### src/rtl/core/bnfpa_pkg.sv
`default_nettype none

package bnfpa_pkg;

    localparam int unsigned BITMAP_BYTES_DEF = 4096;
    localparam int unsigned START_PAGE_DEF   = 1;

    localparam int unsigned TYPE_W  = 3;
    localparam int unsigned PNUM_W  = 15;
    localparam int unsigned LIMIT_W = 16;
    // Internal page numbers cover the end of the longest run.
    localparam int unsigned PAGE_W  = 17;
    localparam int unsigned BYTE_W  = PAGE_W - 3;

    localparam logic [TYPE_W-1:0] REQ_ALLOC    = 3'd0;
    localparam logic [TYPE_W-1:0] REQ_FREE     = 3'd1;
    localparam logic [TYPE_W-1:0] REQ_MARK     = 3'd2;
    localparam logic [TYPE_W-1:0] REQ_RUN_FREE = 3'd3;
    localparam logic [TYPE_W-1:0] REQ_RUN_MARK = 3'd4;

    typedef enum logic [1:0] {
        WALK_FIND,
        WALK_SET,
        WALK_CLR
    } t_walk_mode;

    typedef enum logic [2:0] {
        ST_INIT,
        ST_IDLE,
        ST_SETUP,
        ST_WALK,
        ST_WRAP,
        ST_DONE
    } t_state;

    typedef struct packed {
        logic init_step;
        logic load;
        logic setup;
        logic wrap;
        logic walk;
        logic res_ok;
        logic res_fail;
        logic ptr_reset;
        logic out_load;
    } t_dp_cmd;

    typedef struct packed {
        logic init_last;
        logic is_alloc;
        logic is_walk;
        logic empty;
        logic hit;
        logic last;
        logic ptr_start;
    } t_dp_sts;

endpackage

`default_nettype wire

### src/rtl/core/bnfpa_ctrl.sv
`default_nettype none

module bnfpa_ctrl (
    input  logic               i_clk,
    input  logic               i_rst_n,
    input  logic               i_in_valid,
    output logic               o_in_ready,
    output logic               o_out_valid,
    input  logic               i_out_ready,
    input  bnfpa_pkg::t_dp_sts i_sts,
    output bnfpa_pkg::t_dp_cmd o_cmd
);

    import bnfpa_pkg::*;

    t_state r_state, n_state;
    logic   r_out_vld, n_out_vld;
    logic   r_wrap, n_wrap;

    always_ff @(posedge i_clk) begin
        if (!i_rst_n) begin
            r_state   <= ST_INIT;
            r_out_vld <= 1'b0;
            r_wrap    <= 1'b0;
        end else begin
            r_state   <= n_state;
            r_out_vld <= n_out_vld;
            r_wrap    <= n_wrap;
        end
    end

    always_comb begin
        n_state    = r_state;
        n_out_vld  = r_out_vld & ~i_out_ready;
        n_wrap     = r_wrap;
        o_cmd      = '0;
        o_in_ready = 1'b0;
        unique case (r_state)
            ST_INIT: begin
                o_cmd.init_step = 1'b1;
                if (i_sts.init_last) begin
                    n_state = ST_IDLE;
                end
            end
            ST_IDLE: begin
                o_in_ready = 1'b1;
                if (i_in_valid) begin
                    o_cmd.load = 1'b1;
                    n_state    = ST_SETUP;
                end
            end
            ST_SETUP: begin
                o_cmd.setup = 1'b1;
                n_wrap      = 1'b0;
                if (i_sts.is_alloc || i_sts.is_walk) begin
                    n_state = ST_WALK;
                end else begin
                    o_cmd.res_fail = 1'b1;
                    n_state        = ST_DONE;
                end
            end
            ST_WRAP: begin
                o_cmd.setup = 1'b1;
                o_cmd.wrap  = 1'b1;
                n_wrap      = 1'b1;
                n_state     = ST_WALK;
            end
            ST_WALK: begin
                o_cmd.walk = ~i_sts.empty;
                if (!i_sts.empty && i_sts.hit) begin
                    n_state = ST_DONE;
                end else if (i_sts.empty || i_sts.last) begin
                    if (!i_sts.is_alloc) begin
                        o_cmd.res_ok = 1'b1;
                        n_state      = ST_DONE;
                    end else if (!r_wrap && !i_sts.ptr_start) begin
                        n_state = ST_WRAP;
                    end else begin
                        o_cmd.res_fail  = 1'b1;
                        o_cmd.ptr_reset = 1'b1;
                        n_state         = ST_DONE;
                    end
                end
            end
            ST_DONE: begin
                if (!r_out_vld || i_out_ready) begin
                    o_cmd.out_load = 1'b1;
                    n_out_vld      = 1'b1;
                    n_state        = ST_IDLE;
                end
            end
            default: begin
                n_state = ST_INIT;
            end
        endcase
    end

    assign o_out_valid = r_out_vld;

endmodule

`default_nettype wire

### config.mk
export PLATFORM = sky130hd
export DESIGN_NAME = bnfpa_ctrl
export DESIGN_NICKNAME = d
export VERILOG_FILES = /design/src/rtl/core/bnfpa_pkg.sv /design/src/rtl/core/bnfpa_ctrl.sv
export SDC_FILE = /design/constraint.sdc
export NUM_CORES = 1
export LEC_CHECK = 0
export ABC_AREA = 1
export BUFFER_PORTS_ARGS = -buffer_cell sky130_fd_sc_hd__buf_2
export CAP_MARGIN = 20
export CELL_PAD_IN_SITES_DETAIL_PLACEMENT = 0
export CELL_PAD_IN_SITES_GLOBAL_PLACEMENT = 1
export CORE_MARGIN = 4
export CORE_UTILIZATION = 24
export DETAILED_ROUTE_END_ITERATION = 16
export HOLD_SLACK_MARGIN = 0.02
export PLACE_DENSITY = 0.81
export SLEW_MARGIN = 25
export SYNTH_ARGS = -nofsm -noshare
export SYNTH_HDL_FRONTEND = slang
export SYNTH_SLANG_ARGS = --single-unit
### constraint.sdc
create_clock -name i_clk -period 1 [get_ports i_clk]
set_input_delay 0.1 -clock i_clk [delete_from_list [all_inputs] [get_ports i_clk]]
set_output_delay 0.1 -clock i_clk [all_outputs]
set_load 0.05 [all_outputs]
## Yosys cells after proc, flatten, opt, wreduce, memory -nomap -nowiden

Index checks and enable logic that the tools add are counted.

| storage, ports and cells | value |
|---|---|
| ROM bits | 0 |
| flip-flop bits (word level) | 5 |
| memories | 0 |
| bits in writable memories | 0 |
| bits in latches | 0 |
| word-level logic and storage cells | 57 |

| operators by class | value |
|---|---|
| add/subtract/negate cells | 0 |
| divide/modulo/power cells | 0 |
| reduce and logical (&&, ||, !) cells | 13 |
| shift operators | 0 |
| multipliers | 0 |
| muxes and demuxes | 29 |
| bitwise operators | 3 |
| $lt $le $gt $ge | 0 |
| equality and inequality tests | 9 |

Operator list:

| operator | count |
|---|---|
| 3-bit 2-to-1 mux | 9 |
| 3-bit case mux with 6 select lines | 1 |
| 1-bit 2-to-1 mux | 14 |
| 3-bit by 2-bit equality test with 1-bit output, second input constant | 2 |
| 3-bit equality test, second input constant | 2 |
| 2-bit 2-to-1 mux | 3 |
| 2-bit != test, second input constant | 3 |
| 1-bit logical NOT | 4 |
| 1-bit case mux with 2 select lines | 2 |
| 4-bit AND reduction | 1 |
| 3-bit by 1-bit equality test with 1-bit output, second input constant | 1 |
| 3-bit logical NOT | 1 |
| 1-bit logical OR | 3 |
| 3-bit != test, second input constant | 1 |
| 1-bit logical AND | 2 |
| 1-bit NOT | 2 |
| 2-bit nonzero test | 1 |
| 2-bit OR reduction | 1 |
| 1-bit bitwise AND | 1 |

## Depth between registers and ports, before layout

Gate-level depths: netlist of the first run.

| depth | value |
|---|---|
| word-level depth | 7 |
| depth in mapped cells | 8 |
| gate-level depth less buffers | 8 |

## Least setup slack after synthesis of the first run

OpenSTA, ideal clock, no wires.

| path | value |
|---|---|
| path kind | reg-to-output |
| from | register r_state[0] |
| to | output o_cmd[2] in the netlist's numbering |
| path slack | -963 ps |
| cell stages (with the launch flop) | 6 |
| path buffers | 0 |
| data required time | 900 ps |
| data arrival time | 1863 ps |
| cells stage by stage | dfxtp_1 > nand3_1 > inv_1 > o21ai_2 > nor3_2 > o21bai_1 |

RTL lines:

| element | line | text |
|---|---|---|
| from (decl) | bnfpa_ctrl.sv:16 | `t_state r_state, n_state;` |
| from (signal assigned) | bnfpa_ctrl.sv:26 | `r_state <= n_state;` |
| to (decl) | bnfpa_ctrl.sv:11 | `output bnfpa_pkg::t_dp_cmd o_cmd` |

==> flow_summary.toml, run 1 <==
[floorplanning]
die_h_um = 49.35
dieArea_um2 = 2435
start_util = 0.2632
die_w_um = 49.35
core_um2 = 1559
num_io_pins = 22
rows = 14

[cts]
clk_latency_ns = 0.24
ctsHtreeMaxLevel = 1
clkTransAtPathRegs_ns = 0.04
cts-root-buf = "clkbuf_4"
tritoncts = "done"
cts_buffer_depth = 2
cts_buffers = 3
cts.sinks = 5
cts_hold_buf = 0

[detailed_routing]
vias = 590
drtIter0Drc = 6
detail-route-antenna-nets = 0
drtPass1Iterations = 4
routed_wirelength_mm = 1.436
drc_errors = 0
wl_per_cell_um = 10.96
viasPerCell = 4.504

[worst_setup_path]
required_ns = 0.90
path_cells = "inv_2 -> nand3_2 -> inv_2 -> o21ai_4 -> buf_6 -> nor3b_4 -> buf_6"
r2r_cells = 9
path_buf_inv = 4
critPathLaunchType = "register"
path_delay_family = "buffers and inverters"
arrival_ns = 1.32
cp_max_fo = 3
crit_cells = 7
crit_path_max_incr_delay_ns = 0.31
worstSetupEndpointType = "output pin"
critPathSlowestCell = "dfxtp_2"
path_class = "reg -> out"

[layout]
antenna-diode-count = 0
layout-drive-gt1-share = 0.7217
syn2layout_area_growth_pct = 137.5
fin_cells = 131
seqCellArea_um2 = 112.6
final_nets = 127
fill_cells = 118
fin_util = 0.6252
multi_input_area_um2 = 390.4

[synthesis]
postSynthAreaPerCell_um2 = 5.863
ys_top_cells_by_count = "16 x nand2_1, 14 x inv_1, 8 x nand3_1"
ys_types = 19
yosys-top-cells-area = "dfxtp_1 24%, nand2_1 15%, inv_1 13%"
synth-async-reset-ratio = 0
synth-compound-area-share = 0.1463
yosysSeqAreaShare = 0.2439
ys_warn_count = 0
yosysMostFrequentCell = "nand2_1"
synth-xor-area-share = 0
ys.flop_type = "dfxtp_1"
post-synth-top-area-cell = "dfxtp_1"
synthCells = 70
syn_area_um2 = 410.4
syn_nets = 81
ys_ff_latch = 5
synth_mux_area_frac = 0
synth-edff-count = 0
synthAdderAreaFrac = 0
synth_top_family_by_area = "simple AND/OR/NAND/NOR gates"
yosys.area_share.simple = 0.4543
netlist.area_leader.share = 0.2439

[flow_run]
maxCapViolations = 0

[placed_design]
routabilityCongestion = 0.7809
place_hpwl_um = 938.1
port-buffer-count = 21
dp.cells = 117

[min_path]
hold_class = "in -> reg"
hold_depth = 3

[pwr]
pwr-share-clk = 0.188
swShare = 0.4190
pwr-share-comb = 0.617
p_per_area_nw_per_um2 = 1272
internal-power_w = 0.0007203
p_leak_nw = 0.4448
power.switching_w = 0.0005195
ir_drop_mv = 0.6200
power_frac_seq = 0.195

[status]
status = "finished with violations"
violations = "negative setup slack"

[global_route]
first_global_vias = 596
overflow = 0
antenna_found_initial = 0
grt_usage = 0.1271
grt_max_degree = 7
grt_pass1_wl_mm = 2.456

[sta]
holdWs_ns = 0.1941
hold_viol_final = 0
fin_skew_ns = 0.002305
rsz0062_at_grt = "yes"
period_needed_ns = 1.418
tightest_slew_ns = 0.2494
max_freq_mhz = 705.2
worst_slack_ns = -0.4181
slew_headroom = 0.8335
setup_viol_count_final = 14
final_max_slew_viol_count = 0
post-route-period-util = 1.418
==> final cells by class <==
| type | instances | area share |
|---|---|---|
| Timing Repair Buffer | 42 | 0.3723 |
| Sequential cell | 5 | 0.1155 |
| Inverter | 15 | 0.06418 |
| Tap cell | 16 | 0.02054 |
| Multi-Input combinational cell | 49 | 0.4005 |
| Clock buffer | 4 | 0.02696 |
==> cells in the final DEF, fill, tap and decap left out <==
cell / instances
nand2_1: 13
o21ai_0: 1
inv_2: 5
dfxtp_4: 3
nand2_2: 2
inv_4: 1
buf_4: 16
nor2_1: 3
o21bai_4: 1
nand3_4: 1
dfxtp_2: 1
a21oi_4: 1
buf_8: 5
buf_6: 10
nand3_1: 3
nand3_2: 4
nand2_4: 1
a21oi_2: 5
buf_2: 11
a21oi_1: 1
nand3b_1: 1
inv_1: 8
or2_2: 1
clkinvlp_4: 1
clkbuf_4: 3
nor2_2: 3
o21ai_4: 1
nor2_4: 4
nor3_4: 2
clkbuf_1: 1
nor3b_4: 1
dfxtp_1: 1
==> sequential cells by signal, summed over array words and instances (netlist names) <==
| name | flops |
|---|---|
| o_out_valid | 1 |
| r_state | 3 |
| r_wrap | 1 |
==> kinds of logic after synthesis <==
kind of cell    Yosys count
simple gates             39
compound gates           10
buf+inv                  16
flops                     5
==> worst reg2reg max path: stages (launching register included) <==
cell	delay [ns]
dfxtp_2	0.32
inv_2	0.05
buf_4	0.13
buf_6	0.10
buf_4	0.12
nand3b_1	0.07
nand2_1	0.07
inv_2	0.09
nand3_1	0.09
a21oi_2	0.13
==> layer usage <==
| metal | vias up | global-route usage | part of all wire | wire length (um) |
|---|---|---|---|---|
| li1 | 313 | - | - | - |
| met1 | 262 | 0.1358 | 0.41 | 594 |
| met2 | 11 | 0.2411 | 0.53 | 760 |
| met3 | 4 | 0.01835 | 0.033 | 48 |
| met4 | 0 | 0.05687 | 0.023 | 33 |
| met5 | - | 0 | 0 | 0 |
==> timing repair <==
item                                    4_1_cts  5_1_grt
endpoints found under the setup margin       13       14
pin swaps                                    10        7
gates resized for setup                      44       10
gates cloned                                  0        0
buffers inserted                              9        2
==> worst paths after layout <==
kind                   start    endpoint  slack (ns)
setup reg to reg  r_state[2]  r_state[0]       -0.24
hold / removal       i_rst_n  r_state[1]        0.19
setup / recovery  r_state[2]    o_cmd[3]       -0.42
hold reg to reg       r_wrap      r_wrap        0.49
==> per-stage QoR <==
| stage | setup WS (ns) | instance area, um2 | power, W | TNS [ns] |
|---|---|---|---|---|
| after floorplan | -0.5206 | 480.5 | 0.0005816 | -1.722 |
| after global placement | -0.2295 | 680.7 | 0.0007341 | -1.887 |
| after detailed placement | -0.2486 | 680.7 | 0.0007328 | -2.072 |
| after CTS | -0.4445 | 933.4 | 0.001213 | -4.081 |
| after global routing | -0.4787 | 974.7 | 0.001307 | -4.654 |
| final | -0.4181 | 974.7 | 0.001240 | -3.784 |
==> power groups by stage <==
stage	Clock [W]	Combinational, W	Sequential (W)
3_3_place_gp	0	0.000490	0.000245
4_1_cts	0.000239	0.000735	0.000239
5_1_grt	0.000250	0.000813	0.000244
3_5_place_dp	0	0.000486	0.000247
2_1_floorplan	0	0.000331	0.000251
6_report	0.000233	0.000765	0.000242
Note: power is estimated with default switching activity, not from simulation.
==> run 2, diff against run 1 <==
- GPL_ROUTABILITY_DRIVEN: default -> 0
- PLACE_DENSITY: 0.81 -> default
- PLACE_DENSITY_LB_ADDON: default -> 0.1
==> flow_summary.toml, run 2 (same netlist as run 1, synthesis figures left out) <==
[floorplanning]
die_w_um = 49.35
start_util = 0.2632
core_um2 = 1559
num_io_pins = 22
die_h_um = 49.35
dieArea_um2 = 2435
rows = 14

[sta]
hold_viol_final = 0
rsz0062_at_grt = "yes"
tightest_slew_ns = 0.2664
worst_slack_ns = -0.4238
fin_skew_ns = 0.005935
final_max_slew_viol_count = 0
setup_viol_count_final = 13
period_needed_ns = 1.424
holdWs_ns = 0.2096
max_freq_mhz = 702.3
post-route-period-util = 1.424
slew_headroom = 0.8222

[layout]
layout-drive-gt1-share = 0.7311
largest_register_ffs = 3
syn2layout_area_growth_pct = 150.3
regMostFlops = "r_state"
final_common_cell = "buf_4"
antenna-diode-count = 0
final_nets = 131
most-common-layout-cells = "20 x buf_4, 12 x nand2_1, 12 x buf_6"
fill_cells = 130

[global_route]
grt_max_degree = 7
first_global_vias = 552
grt_pass1_wl_mm = 2.352
antenna_found_initial = 0
grt_usage = 0.1257
overflow = 0

[cts]
cts.sinks = 5
clk_latency_ns = 0.25
cts_hold_buf = 0
cts_buffer_depth = 2
cts-root-buf = "clkbuf_4"
clkTransAtPathRegs_ns = 0.04
cts_buffers = 3
ctsHtreeMaxLevel = 1
tritoncts = "done"

[pwr]
p_per_area_nw_per_um2 = 1220
ir_drop_mv = 0.6579
p_leak_nw = 0.4806

[worst_setup_path]
reg2reg_from = "r_state[1]"
cp_max_fo = 3
setup.worst_path.start = "r_state[2]"
reg2reg_to = "r_state[0]"
r2r_cells = 10
arrival_ns = 1.32
worstSetupEndpointType = "output pin"
r2r_slack_ns = -0.33
required_ns = 0.90
cp-endpoint = "o_cmd[3]"
path_class = "reg -> out"
critPathLaunchType = "register"

[min_path]
hold_class = "in -> reg"

[detailed_routing]
drtIter0Drc = 6
wl_per_cell_um = 11.41
vias = 604
viasPerCell = 4.474
drtPass1Iterations = 5
drc_errors = 0
routed_wirelength_mm = 1.540
detail-route-antenna-nets = 0

[status]
violations = "negative setup slack"
status = "finished with violations"

[flow_run]
maxCapViolations = 0

[placed_design]
place_hpwl_um = 991.8
port-buffer-count = 21
dp_slack_ns = -0.2549
-- run 2: cell types whose count changed in the layout (fill, tap and decap cells not counted), sizes merged --
cell,before,now
buf,42,46
-- run 2: area by class of cell --
class | instances | area (um2) | share of cell area
tap | 16 | 20.02 | 0.01949
timing repair buffer | 46 | 395.4 | 0.3849
clock buffer | 4 | 26.28 | 0.02558
sequential | 5 | 112.6 | 0.1096
multi-input combinational | 49 | 410.4 | 0.3995
inverter | 15 | 62.56 | 0.06090
-- run 2: what timing repair did --
action                     in CTS  in global routing
pin swaps                       9                  5
gates resized for setup        52                  9
buffers inserted                9                  6
setup endpoints to repair      14                 14
-- run 2: per-stage QoR --
| stage | instances | TNS [ns] | util | instance area [um2] | total power [W] |
|---|---|---|---|---|---|
| 3_5_place_dp | 118 | -2.158 | 0.4414 | 688.2 | 0.0007454 |
| 5_1_grt | 135 | -4.714 | 0.6589 | 1027 | 0.001320 |
| 6_report | 135 | -3.810 | 0.6589 | 1027 | 0.001254 |
| 3_3_place_gp | 118 | -2.089 | 0.4414 | 688.2 | 0.0007473 |
| 4_1_cts | 131 | -3.906 | 0.6244 | 973.4 | 0.001211 |
| 2_1_floorplan | 70 | -1.722 | - | 480.5 | 0.0005816 |
-- run 2: how the worst min path moves through the flow --
stage / cells after the start / endpoint / from
3_3_place_gp: 3 / r_state[0] / i_rst_n
2_1_floorplan: 2 / r_state[0] / i_rst_n
6_report: 3 / r_state[0] / i_rst_n
4_1_cts: 3 / r_state[0] / i_rst_n
5_1_grt: 3 / r_state[0] / i_rst_n
3_5_place_dp: 3 / r_state[0] / i_rst_n
-- run 2: power breakdown --
group | total [W] | internal, W | switching (W) | leakage [nW]
Sequential | 0.000243 | 0.000220 | 0.0000229 | 0.0433
Clock | 0.000245 | 0.000152 | 0.0000935 | 0.0150
Combinational | 0.000765 | 0.000332 | 0.000433 | 0.422
Total | 0.00125 | 0.000704 | 0.000549 | 0.481
-- run 2: routing by layer --
metal / up-vias / track usage / part of all wire
met4: 0 / 0.02844 / 0
met5: - / 0 / 0
li1: 318 / - / -
met2: 17 / 0.2143 / 0.54
met1: 269 / 0.1463 / 0.38
met3: 0 / 0.04893 / 0.077
-- run 2: worst max-delay path, stage by stage, from the launching register on --
cell	delay, ns
dfxtp_2	0.31
inv_2	0.07
nand3_2	0.08
inv_2	0.08
o21ai_4	0.07
buf_6	0.12
nor3b_4	0.17
buf_6	0.18
